## src/hw/rtl/dlsq_pkg.sv

```systemverilog
// Shared types and constants for the delta-list sleep queue.
package dlsq_pkg;

    typedef enum logic [1:0] {
        EV_INSERTED = 2'd0,
        EV_FULL     = 2'd1,
        EV_ZERO     = 2'd2,
        EV_WOKEN    = 2'd3
    } event_t;

    localparam int MAX_RESULTS = 16;
    localparam int REL_W       = $clog2(MAX_RESULTS + 1);

    localparam logic MODE_INSERT = 1'b0;
    localparam logic MODE_TICK   = 1'b1;

endpackage

```

## src/hw/rtl/delta_list_sleep_queue_top.sv

```systemverilog
// Delta-list sleep queue: one ring memory of task ids and relative waits with a sequencer.
//
// The queue sits in a single synchronous memory used as a ring, so waking the head only moves
// a pointer. One item is handled at a time. An insert walks the list, one memory read per
// passed entry, then moves every later entry up one place (a read and a write each), then
// writes the new entry. A tick decrements the head wait and stops there when nothing wakes;
// else it releases each woken task in turn, reading the next head unless the queue has emptied
// or the per-tick limit is reached; a result also waits while its output stalls.
module delta_list_sleep_queue_top #(
    parameter int CAPACITY    = 16,
    parameter int DELTA_WIDTH = 16
) (
    input  logic                    clk,
    input  logic                    rst_n,
    input  logic                    in_valid,
    output logic                    in_stall,
    input  logic                    mode,
    input  logic [7:0]              task_id,
    input  logic [15:0]             sleep_time,
    output logic                    out_valid,
    input  logic                    out_stall,
    output dlsq_pkg::event_t        event_res,
    output logic [7:0]              task_id_out,
    output logic                    last
);
    import dlsq_pkg::*;

    localparam int IW = (CAPACITY > 1) ? $clog2(CAPACITY) : 1;
    localparam int CW = $clog2(CAPACITY + 1);
    localparam logic [32:0] DMAX = (33'd1 << DELTA_WIDTH) - 33'd1;

    typedef enum logic [10:0] {
        S_IDLE = 11'b00000000001,
        S_WRD  = 11'b00000000010,
        S_WCHK = 11'b00000000100,
        S_SRD  = 11'b00000001000,
        S_SWR  = 11'b00000010000,
        S_INS  = 11'b00000100000,
        S_TCHK = 11'b00001000000,
        S_REL  = 11'b00010000000,
        S_NRD  = 11'b00100000000,
        S_NCHK = 11'b01000000000,
        S_EMIT = 11'b10000000000
    } state_t;

    logic [7:0]             mem_task  [CAPACITY];
    logic [DELTA_WIDTH-1:0] mem_delta [CAPACITY];

    state_t                 state_reg, state_next;
    logic [IW-1:0]          head_reg, head_next;
    logic [CW-1:0]          count_reg, count_next;
    logic [CW-1:0]          pos_reg, pos_next;
    logic [CW-1:0]          j_reg, j_next;
    logic [DELTA_WIDTH-1:0] rem_reg, rem_next;
    logic [REL_W-1:0]       rel_reg, rel_next;
    logic [7:0]             tid_reg, tid_next;
    logic [7:0]             cur_task_reg, cur_task_next;
    event_t                 pend_ev_reg, pend_ev_next;
    logic [7:0]             pend_tid_reg, pend_tid_next;
    logic                   pend_last_reg, pend_last_next;
    logic                   cont_reg, cont_next;
    logic                   out_valid_reg, out_valid_next;
    event_t                 out_ev_reg, out_ev_next;
    logic [7:0]             out_tid_reg, out_tid_next;
    logic                   out_last_reg, out_last_next;

    logic                   rd_en, wr_en;
    logic [IW-1:0]          rd_addr, wr_addr;
    logic [7:0]             wr_task;
    logic [DELTA_WIDTH-1:0] wr_delta;
    logic [7:0]             rd_task_reg;
    logic [DELTA_WIDTH-1:0] rd_delta_reg;

    logic [32:0]            st_ext;
    logic [DELTA_WIDTH-1:0] st_sat;
    logic [DELTA_WIDTH-1:0] dec_delta;
    logic [CW-1:0]          jm1;

    function automatic logic [IW-1:0] phys(input logic [IW-1:0] h, input logic [CW-1:0] l);
        logic [CW:0] s;
        s = CW'(h) + (CW+1)'(l);
        if (s >= (CW+1)'(CAPACITY))
            s = s - (CW+1)'(CAPACITY);
        return s[IW-1:0];
    endfunction

    always_ff @(posedge clk)
    begin
        if (wr_en)
        begin
            mem_task[wr_addr]  <= wr_task;
            mem_delta[wr_addr] <= wr_delta;
        end
        if (rd_en)
        begin
            rd_task_reg  <= mem_task[rd_addr];
            rd_delta_reg <= mem_delta[rd_addr];
        end
    end

    assign st_ext    = 33'(sleep_time);
    assign st_sat    = (st_ext > DMAX) ? DMAX[DELTA_WIDTH-1:0] : st_ext[DELTA_WIDTH-1:0];
    assign dec_delta = (rd_delta_reg != '0) ? rd_delta_reg - 1'b1 : '0;
    assign jm1       = j_reg - 1'b1;

    always_comb
    begin
        state_next     = state_reg;
        head_next      = head_reg;
        count_next     = count_reg;
        pos_next       = pos_reg;
        j_next         = j_reg;
        rem_next       = rem_reg;
        rel_next       = rel_reg;
        tid_next       = tid_reg;
        cur_task_next  = cur_task_reg;
        pend_ev_next   = pend_ev_reg;
        pend_tid_next  = pend_tid_reg;
        pend_last_next = pend_last_reg;
        cont_next      = cont_reg;
        out_valid_next = out_valid_reg;
        out_ev_next    = out_ev_reg;
        out_tid_next   = out_tid_reg;
        out_last_next  = out_last_reg;
        rd_en          = 1'b0;
        rd_addr        = head_reg;
        wr_en          = 1'b0;
        wr_addr        = head_reg;
        wr_task        = rd_task_reg;
        wr_delta       = rd_delta_reg;

        if (out_valid_reg && !out_stall)
            out_valid_next = 1'b0;

        case (state_reg)
            S_IDLE:
            begin
                if (in_valid)
                begin
                    if (mode == MODE_INSERT)
                    begin
                        tid_next       = task_id;
                        pend_tid_next  = task_id;
                        pend_last_next = 1'b1;
                        cont_next      = 1'b0;
                        if (sleep_time == '0)
                        begin
                            pend_ev_next = EV_ZERO;
                            state_next   = S_EMIT;
                        end
                        else if (count_reg == CW'(CAPACITY))
                        begin
                            pend_ev_next = EV_FULL;
                            state_next   = S_EMIT;
                        end
                        else
                        begin
                            rem_next   = st_sat;
                            pos_next   = '0;
                            state_next = S_WRD;
                        end
                    end
                    else if (count_reg != '0)
                    begin
                        rd_en      = 1'b1;
                        rd_addr    = head_reg;
                        rel_next   = '0;
                        state_next = S_TCHK;
                    end
                end
            end
            S_WRD:
            begin
                if (pos_reg < count_reg)
                begin
                    rd_en      = 1'b1;
                    rd_addr    = phys(head_reg, pos_reg);
                    state_next = S_WCHK;
                end
                else
                    state_next = S_INS;
            end
            S_WCHK:
            begin
                if (rem_reg >= rd_delta_reg)
                begin
                    rem_next   = rem_reg - rd_delta_reg;
                    pos_next   = pos_reg + 1'b1;
                    state_next = S_WRD;
                end
                else
                begin
                    j_next     = count_reg;
                    state_next = S_SRD;
                end
            end
            S_SRD:
            begin
                rd_en      = 1'b1;
                rd_addr    = phys(head_reg, jm1);
                state_next = S_SWR;
            end
            S_SWR:
            begin
                wr_en   = 1'b1;
                wr_addr = phys(head_reg, j_reg);
                if (jm1 == pos_reg)
                begin
                    wr_delta   = rd_delta_reg - rem_reg;
                    state_next = S_INS;
                end
                else
                    state_next = S_SRD;
                j_next = jm1;
            end
            S_INS:
            begin
                wr_en          = 1'b1;
                wr_addr        = phys(head_reg, pos_reg);
                wr_task        = tid_reg;
                wr_delta       = rem_reg;
                count_next     = count_reg + 1'b1;
                pend_ev_next   = EV_INSERTED;
                pend_tid_next  = tid_reg;
                pend_last_next = 1'b1;
                cont_next      = 1'b0;
                state_next     = S_EMIT;
            end
            S_TCHK:
            begin
                wr_en    = 1'b1;
                wr_addr  = head_reg;
                wr_delta = dec_delta;
                if (dec_delta == '0)
                begin
                    cur_task_next = rd_task_reg;
                    state_next    = S_REL;
                end
                else
                    state_next = S_IDLE;
            end
            S_REL:
            begin
                pend_ev_next  = EV_WOKEN;
                pend_tid_next = cur_task_reg;
                head_next     = phys(head_reg, CW'(1));
                count_next    = count_reg - 1'b1;
                rel_next      = rel_reg + 1'b1;
                if (count_reg == CW'(1) || rel_reg == REL_W'(MAX_RESULTS - 1))
                begin
                    pend_last_next = 1'b1;
                    cont_next      = 1'b0;
                    state_next     = S_EMIT;
                end
                else
                    state_next = S_NRD;
            end
            S_NRD:
            begin
                rd_en      = 1'b1;
                rd_addr    = head_reg;
                state_next = S_NCHK;
            end
            S_NCHK:
            begin
                if (rd_delta_reg == '0)
                begin
                    pend_last_next = 1'b0;
                    cont_next      = 1'b1;
                    cur_task_next  = rd_task_reg;
                end
                else
                begin
                    pend_last_next = 1'b1;
                    cont_next      = 1'b0;
                end
                state_next = S_EMIT;
            end
            S_EMIT:
            begin
                if (!out_valid_reg || !out_stall)
                begin
                    out_valid_next = 1'b1;
                    out_ev_next    = pend_ev_reg;
                    out_tid_next   = pend_tid_reg;
                    out_last_next  = pend_last_reg;
                    state_next     = cont_reg ? S_REL : S_IDLE;
                end
            end
            default:
                state_next = S_IDLE;
        endcase
    end

    always_ff @(posedge clk or negedge rst_n)
    begin
        if (!rst_n)
        begin
            state_reg     <= S_IDLE;
            head_reg      <= '0;
            count_reg     <= '0;
            cont_reg      <= 1'b0;
            out_valid_reg <= 1'b0;
        end
        else
        begin
            state_reg     <= state_next;
            head_reg      <= head_next;
            count_reg     <= count_next;
            cont_reg      <= cont_next;
            out_valid_reg <= out_valid_next;
        end
    end

    always_ff @(posedge clk)
    begin
        pos_reg       <= pos_next;
        j_reg         <= j_next;
        rem_reg       <= rem_next;
        rel_reg       <= rel_next;
        tid_reg       <= tid_next;
        cur_task_reg  <= cur_task_next;
        pend_ev_reg   <= pend_ev_next;
        pend_tid_reg  <= pend_tid_next;
        pend_last_reg <= pend_last_next;
        out_ev_reg    <= out_ev_next;
        out_tid_reg   <= out_tid_next;
        out_last_reg  <= out_last_next;
    end

    assign in_stall    = (state_reg != S_IDLE);
    assign out_valid   = out_valid_reg;
    assign event_res   = out_ev_reg;
    assign task_id_out = out_tid_reg;
    assign last        = out_last_reg;

endmodule

```

## config.mk

```make
export PLATFORM = sky130hd
export DESIGN_NAME = delta_list_sleep_queue_top
export DESIGN_NICKNAME = d
export VERILOG_FILES = /design/src/hw/rtl/dlsq_pkg.sv /design/src/hw/rtl/delta_list_sleep_queue_top.sv
export SDC_FILE = /design/constraint.sdc
export NUM_CORES = 1
export LEC_CHECK = 0
export ABC_AREA = 1
export BUFFER_PORTS_ARGS = -buffer_cell sky130_fd_sc_hd__clkbuf_2
export CAP_MARGIN = 40
export CORE_ASPECT_RATIO = 0.5
export CORE_MARGIN = 4
export CORE_UTILIZATION = 57
export DETAILED_ROUTE_END_ITERATION = 16
export GPL_TIMING_DRIVEN = 0
export PLACE_DENSITY = 0.76
export SETUP_SLACK_MARGIN = 0.2
export SYNTH_ARGS = -nofsm -noshare
export SYNTH_HDL_FRONTEND = slang
export SYNTH_SLANG_ARGS = --single-unit
export TNS_END_PERCENT = 5
```

## constraint.sdc

```tcl
create_clock -name clk -period 3.1 [get_ports clk]
set_input_delay 0.62 -clock clk [delete_from_list [all_inputs] [get_ports clk]]
set_output_delay 0.62 -clock clk [all_outputs]
set_load 0.005 [all_outputs]
```

==> results of run 1 <==
[worst max-delay path by stage]
stage	slack [ns]	cells after the start	end	start
6_report	0.07	8	mem_delta[1][10]	head_reg[0]
5_1_grt	-0.02	11	mem_delta[0][8]	head_reg[1]
4_1_cts	-0.27	12	rd_delta_reg[10]	j_reg[0]
3_5_place_dp	-0.79	11	mem_delta[13][5]	state_reg[2]
3_3_place_gp	-1.69	7	mem_delta[3][7]	head_reg[1]
2_1_floorplan	-0.04	7	mem_delta[0][0]	head_reg[1]
[kinds of logic (layout without fill, tap and decap cells)]
kind of cell / Yosys count / count (layout) / share of synthesized area
xor+xnor: 44 / 44 / 0.0156
buf+inv: 457 / 648 / 0.0781
compound gates: 146 / 146 / 0.0349
flops: 499 / 499 / 0.602
simple gates: 1364 / 1367 / 0.238
fa+ha+maj: 59 / 59 / 0.0314
[power groups by stage]
stage / combinational, W / sequential, W / clock (W)
finish: 0.00650 / 0.00908 / 0.00566
CTS: 0.00576 / 0.00908 / 0.00567
global placement: 0.00501 / 0.00928 / 0
floorplan: 0.00337 / 0.00914 / 0
detailed placement: 0.00547 / 0.00923 / 0
global route: 0.00694 / 0.00912 / 0.00598
[final cells by class]
cell class | count | area [µm²]
buffer | 117 | 988
clock buffer | 51 | 1120
clock inverter | 27 | 325
fill | 2911 | 12800
inverter | 340 | 1290
multi-input combinational | 1616 | 9060
sequential | 499 | 14900
tap | 577 | 722
timing repair buffer | 113 | 1170
[worst max-delay path: stages (launching register included)]
cell and delay (ns):
dfrtp_2 0.57, ha_4 0.18, inv_1 0.05, fa_2 0.55, o22ai_1 0.11, a21oi_2 0.40
nand2_4 0.22, nor2_4 0.41, buf_16 0.21
[cell usage after synthesis (all sizes together)]
cell type    n
fa           5
or2          3
a22oi        2
o31ai        1
a31oi        3
a21boi       2
nor4         3
dfstp        1
inv        340
a21oi       49
nor3b        1
a221oi       1
o211ai       6
a211oi       1
nor3        13
o2111ai     13
nand3      507
o41ai        2
nand2      694
nand3b       2
xor2        32
a21o         2
nand4        7
and2         1
a311oi       1
xnor2       12
edfxtp     477
o21ai       54
buf         87
clkbuf      30
o21bai       3
o22ai        6
dfrtp       21
nor2       133
ha          54
[layout by cell type, fill, tap and decap left out, types with 6 or more instances in the layout]
master	netlist	final
nand2_1	685	636
edfxtp_1	477	477
nand3_1	506	458
inv_1	336	319
nor2_1	123	97
clkbuf_2	0	54
buf_4	15	48
clkbuf_16	0	48
ha_1	54	47
o21ai_0	50	46
nand2_2	7	41
a21oi_1	47	41
buf_6	11	38
nand3_2	1	37
nor2_4	2	32
xor2_1	32	30
buf_2	59	21
inv_2	4	19
dfrtp_1	21	18
clkbuf_1	29	16
clkbuf_4	1	16
buf_12	0	16
nand2_4	2	15
buf_8	0	14
nand3_4	0	12
xnor2_1	12	11
nor3_1	13	11
clkinv_2	0	9
nor2_2	8	7
o2111ai_2	0	7
nand4_1	7	7
ha_4	0	7
clkinv_1	0	7
bufinv_16	0	7
o211ai_1	6	6
buf_16	0	6
[metrics by stage]
stage               hold WS, ns  total power, W  cells  TNS, ns
global placement          0.401          0.0143   3187  -762.11
global route             0.0907          0.0220   3340   -0.288
finish                   0.0624          0.0212   3340        0
detailed placement        0.405          0.0147   3218  -289.21
CTS                      0.0605          0.0205   3308    -3.29
floorplan                 0.324          0.0125   2569   -11.49
[layer usage]
layer	up-vias	global-route usage	share of wire	wire, µm
li1	8939	-	-	-
met1	9335	0.417	0.39	28100
met2	1245	0.455	0.45	32300
met3	195	0.0766	0.13	9370
met4	2	0.0911	0.031	2260
met5	-	0	0.00018	13
[what timing repair did]
action | CTS | global route
cloned | 3 | 4
pin swaps | 28 | 44
buffers inserted | 9 | 27
resized for setup | 110 | 281
setup endpoints to repair | 826 | 754
==> results_dict.tcl, run 1 <==
set metrics [dict create \
    seq_power_share 0.428 \
    ys_ff_latch 499 \
    tritoncts "done" \
    fin_ws_ns 0.0692 \
    placed_area_mm2 0.0262 \
    vias 19716 \
    final.min_clock_period_ns 3.03 \
    grt_usage 0.295 \
    numCtsBuffers 43 \
    post-route-util 0.697 \
    crit_path_start_kind "flop" \
    max_freq_mhz 330 \
    ioPinCount 42 \
    critPathKind "flop to flop" \
    die_x_um 303 \
    drive_gt1_frac 0.180 \
    crit_arrival_ns 3.30 \
    rsz0062_at_grt "true" \
    antenna-diode-count 0 \
    drc 0 \
    maxCapViolations 0 \
    post-place-ws_ns -0.787 \
    hold_viol 0 \
    outcome "finished clean" \
    die-area_mm2 0.0470 \
    syn_inst 2569 \
    drt_wl_total_um 72100 \
    power.leakage_nw 12.4 \
    via_per_inst 5.90 \
    ys_warn_count 0 \
    drv_slew 0 \
    synth.largest_area_cell "edfxtp_1" \
    p_comb_frac 0.306 \
    hold_buffers 0 \
    ff2ff_setup_slack_ns 0.07 \
    min_period_over_period 0.978 \
    hold_class "input port to async pin" \
    clock_path_buffers 3 \
    ir_drop_mv 0.431 \
    r2r_cells 8 \
    grt_overflow 0 \
    yosysTopAreaCellShare 0.579 \
    largest-register "mem_delta" \
    p_per_area_mw_per_mm2 719 \
    die_height_um 155 \
    post_synth.cell_area_avg_um2 9.62 \
    areaGrowthSynthToFinish_pct 19.5 \
    ant_nets 0 \
    drt_iter0_markers 2850 \
    reg.largest.list "mem_delta: 256 flops, mem_task: 128 flops" \
    fin_nets 2818 \
    htreeDepth 2 \
    cts_sinks 499 \
    grt_max_degree 23 \
    drtPass1Iterations 6 \
    cell_internal_pwr_w 0.0139 \
    clkLatencyLatePin_ns 0.58 \
    p_switching_w 0.00730 \
    r2r_start "head_reg[0]" \
    p_sw_frac 0.344 \
    core_area_mm2 0.0424 \
    wl_per_cell_um 21.6 \
    tightest_slew_ns 0.961 \
    r2r_end "mem_delta[1][10]" \
    syn_nets 2657 \
    rows 53 \
    cp.required_ns 3.37 \
    grt_pass1_wl_um 105000 \
    hpwl_um 48400 \
    clk_pin_slew_ns 0.07 \
    io_buffers 41 \
    start_util 0.583 \
    gp_congestion 0.980 \
    synth_cell_types 50 \
    clockPowerShare 0.267 \
    synth_area_mm2 0.0247 \
    final_area_mm2 0.0296 \
    synth_area_leaders "edfxtp_1 (58%), nand2_1 (10%), nand3_1 (10%)" \
    largest_register_ffs 256 \
    setup_viol_count_final 0 \
    skew_ns 0.0294 \
    antenna_found_initial 1 \
    yosysSeqAreaShare 0.602 \
    cts-root-buf "clkbuf_16" \
    path_max_fanout 15 \
    critPathCaptureType "flop" \
    grt_pass1_vias 18319 \
    maxSlewHeadroom 0.359 \
]
(Power assumes the default switching activity.)
==> run 2, diff against run 1 <==
--- a/config.mk
+++ b/config.mk
@@ -5,7 +5,7 @@
 export SDC_FILE = /design/constraint.sdc
 export NUM_CORES = 1
 export LEC_CHECK = 0
-export ABC_AREA = 1
+export ABC_AREA = 0
 export BUFFER_PORTS_ARGS = -buffer_cell sky130_fd_sc_hd__clkbuf_2
 export CAP_MARGIN = 40
 export CORE_ASPECT_RATIO = 0.5
==> run 2 against run 1 <==
The flow now finishes with violations (setup timing). Total power down 8.7%. Count of clock-buffer cells in the layout unchanged. First-iteration DRC count down 6.7%. Sequential share of layout area up 3.2 points. Utilization up 1.6 points. Worst setup slack worse by 0.38 ns. Cell count down 19%. Clock power down 8.0%. Synthesized area down 9.1%. Critical path depth up 5. Routed wire length down 6.0%. Die area down 8.7%.
==> results_dict.tcl, run 2 <==
set metrics [dict create \
    final.min_clock_period_ns 3.41 \
    grt_pass1_wl_um 95400 \
    start_util 0.578 \
    grt_pass1_vias 16108 \
    cts-root-buf "clkbuf_16" \
    placed_area_mm2 0.0239 \
    synth_area_leaders "edfxtp_1 (64%), nand2_1 (7.9%), nand3_1 (3.6%)" \
    rsz0062_at_grt "true" \
    final_area_mm2 0.0278 \
    power.leakage_nw 10.1 \
    critPathCaptureType "flop" \
    mostFrequentLayoutCells "edfxtp_1 (477), nand2_1 (449), nand3_1 (159), buf_4 (89), a21oi_1 (76)" \
    violations "setup timing" \
    crit_top_cell "buf_4" \
    gp_congestion 0.921 \
    yosysMostFrequentCell "edfxtp_1" \
    io_buffers 41 \
    outcome "finished, violations left" \
    clk_pin_slew_ns 0.07 \
    ir_drop_mv 0.383 \
    grt_usage 0.295 \
    ioPinCount 42 \
    ant_nets 0 \
    drt_iter0_markers 2658 \
    min_period_over_period 1.10 \
    grt_overflow 0 \
    p_sw_frac 0.331 \
    synth-main-ff-cell "edfxtp_1" \
    rows 51 \
    clkLatencyLatePin_ns 0.58 \
    htreeDepth 2 \
    crit_path_start_kind "flop" \
    grt_max_degree 23 \
    core_area_mm2 0.0389 \
    final_common_cell "edfxtp_1" \
    yosys-top-cells-count "edfxtp_1 (477), nand2_1 (474), nand3_1 (161), a21oi_1 (106), nor2_1 (70)" \
    final_cells 2703 \
    synth_cell_types 64 \
    fill_cells 2393 \
    cell_internal_pwr_w 0.0130 \
    fin_ws_ns -0.314 \
    tritoncts "done" \
    maxSlewHeadroom 0.443 \
    post-route-util 0.714 \
    drt_wl_total_um 67700 \
    fin_nets 2232 \
    drv_slew 0 \
    p_per_area_mw_per_mm2 698 \
    clock_path_buffers 3 \
    ys_warn_count 0 \
    ys_ff_latch 499 \
    critPathKind "flop to flop" \
    p_switching_w 0.00641 \
    crit_path_top_delay_cell "o211ai_1" \
    wl_per_cell_um 25.1 \
    die-area_mm2 0.0429 \
    crit_arrival_ns 3.71 \
    hpwl_um 39600 \
    hold_viol 0 \
    cp.required_ns 3.39 \
    tightest_slew_ns 0.832 \
    vias 17408 \
    placed_cells 2522 \
    largest_register_ffs 256 \
    reg.largest.list "mem_delta: 256 flops, mem_task: 128 flops" \
    hold_class "input port to async pin" \
    max_stage_delay_ns 0.53 \
    die_height_um 148 \
    synth_edf_count 477 \
    cts_sinks 499 \
    finalPower_w 0.0194 \
    die_x_um 289 \
    yosysSeqAreaShare 0.662 \
    p_comb_frac 0.287 \
    largest-register "mem_delta" \
    path_max_fanout 10 \
    antenna_found_initial 0 \
    numCtsBuffers 43 \
    maxCapViolations 0 \
    synth_area_mm2 0.0225 \
    clockPowerShare 0.269 \
    skew_ns 0.0339 \
    async_flop_share 0.0441 \
    setup_viol_count_final 97 \
    drc 0 \
    syn_nets 2013 \
    hold_buffers 0 \
    syn_inst 1925 \
    via_per_inst 6.44 \
    cp_cell_sequence "buf_4 > buf_4 > inv_1 > fa_1 > o32a_4 > and2_4 > buf_12 > clkbuf_16 > buf_6 > nand2_2 > a32oi_1 > o211ai_1 > nor3_2" \
    max_freq_mhz 293 \
    areaGrowthSynthToFinish_pct 23.5 \
    antenna-diode-count 0 \
    synth.largest_area_cell "edfxtp_1" \
    post_synth.cell_area_avg_um2 11.7 \
    drtPass1Iterations 9 \
    yosysTopAreaCellShare 0.637 \
    drive_gt1_frac 0.235 \
    seq_power_share 0.444 \
    whs_ns 0.0535 \
]
==> run 2: cell types whose count changed after synthesis, sizes merged, moves of 50 or more <==
cell	delta
buf	-50
a21oi	+57
nand2	-220
nand3	-346
inv	-285
nor2	-63
==> run 2: area by class of cell <==
class | count | area [µm²] | area share
Inverter | 55 | 218 | 0.00784
Clock buffer | 51 | 1110 | 0.0398
Tap cell | 530 | 663 | 0.0239
Multi-Input combinational cell | 1279 | 8170 | 0.294
Clock inverter | 23 | 201 | 0.00725
Timing Repair Buffer | 169 | 1680 | 0.0604
Buffer | 97 | 858 | 0.0309
Sequential cell | 499 | 14900 | 0.536
==> run 2: worst paths after layout <==
| check | slack (ns) | from | depth (start not counted) | endpoint |
|---|---|---|---|---|
| min reg2reg | 0.42 | pend_tid_reg[5] | 0 | task_id_out[5] |
| max | -0.31 | pos_reg[1] | 13 | rd_task_reg[7] |
| min | 0.05 | rst_n | 1 | state_reg[1] |
| max in group asynchronous | 2.61 | rst_n | 1 | head_reg[1] |
| min in group clk | 0.25 | task_id[6] | 1 | tid_reg[6] |
| max reg2reg | -0.31 | pos_reg[1] | 13 | rd_task_reg[7] |
==> run 2: logic make-up (layout without fill, tap and decap cells) <==
family | count (synthesis) | count (layout) | synth area share
mux | 4 | 4 | 0.00184
buf+inv | 152 | 395 | 0.0267
xor+xnor | 56 | 56 | 0.0218
flops | 499 | 499 | 0.662
compound gates | 311 | 313 | 0.0885
simple gates | 844 | 847 | 0.165
fa+ha+maj | 59 | 59 | 0.0345
==> run 2: repair_timing <==
action / CTS / global route
gates resized for setup: 297 / 90
pin swaps: 100 / 58
setup endpoints to repair: 891 / 893
gates cloned: 7 / 1
buffers inserted: 70 / 29
==> run 2: through the flow <==
| stage | setup slack [ns] | setup TNS (ns) |
|---|---|---|
| after global routing | -0.367 | -36.58 |
| final | -0.314 | -6.69 |
| after CTS | -0.140 | -8.91 |
| after floorplan | 0.0608 | 0 |
| after detailed placement | -1.48 | -304.63 |
| after global placement | -1.46 | -546.51 |
==> run 2: worst max-delay path: cells and delay by family, from the launching register on <==
family,cells,cell delay (ns)
AOI/OAI and AO/OA,3,1.07
adders and majority gates,1,0.46
buffers and inverters,6,0.83
DFF,1,0.45
and+or+nand+nor,3,0.33
==> run 2: power by group through the flow <==
stage,combinational (W),sequential (W),clock [W]
2_1_floorplan,0.00293,0.00860,0
3_3_place_gp,0.00401,0.00875,0
3_5_place_dp,0.00419,0.00874,0
4_1_cts,0.00504,0.00859,0.00512
5_1_grt,0.00595,0.00863,0.00548
6_report,0.00556,0.00861,0.00521
==> run 2: layer usage <==
metal	vias to the layer above	routed length (µm)	part of all wire	GRT usage
met4	0	2560	0.038	0.0876
li1	7454	-	-	-
met3	242	10100	0.15	0.0717
met5	-	0	0	0
met1	8359	24600	0.36	0.421
met2	1353	30500	0.45	0.458
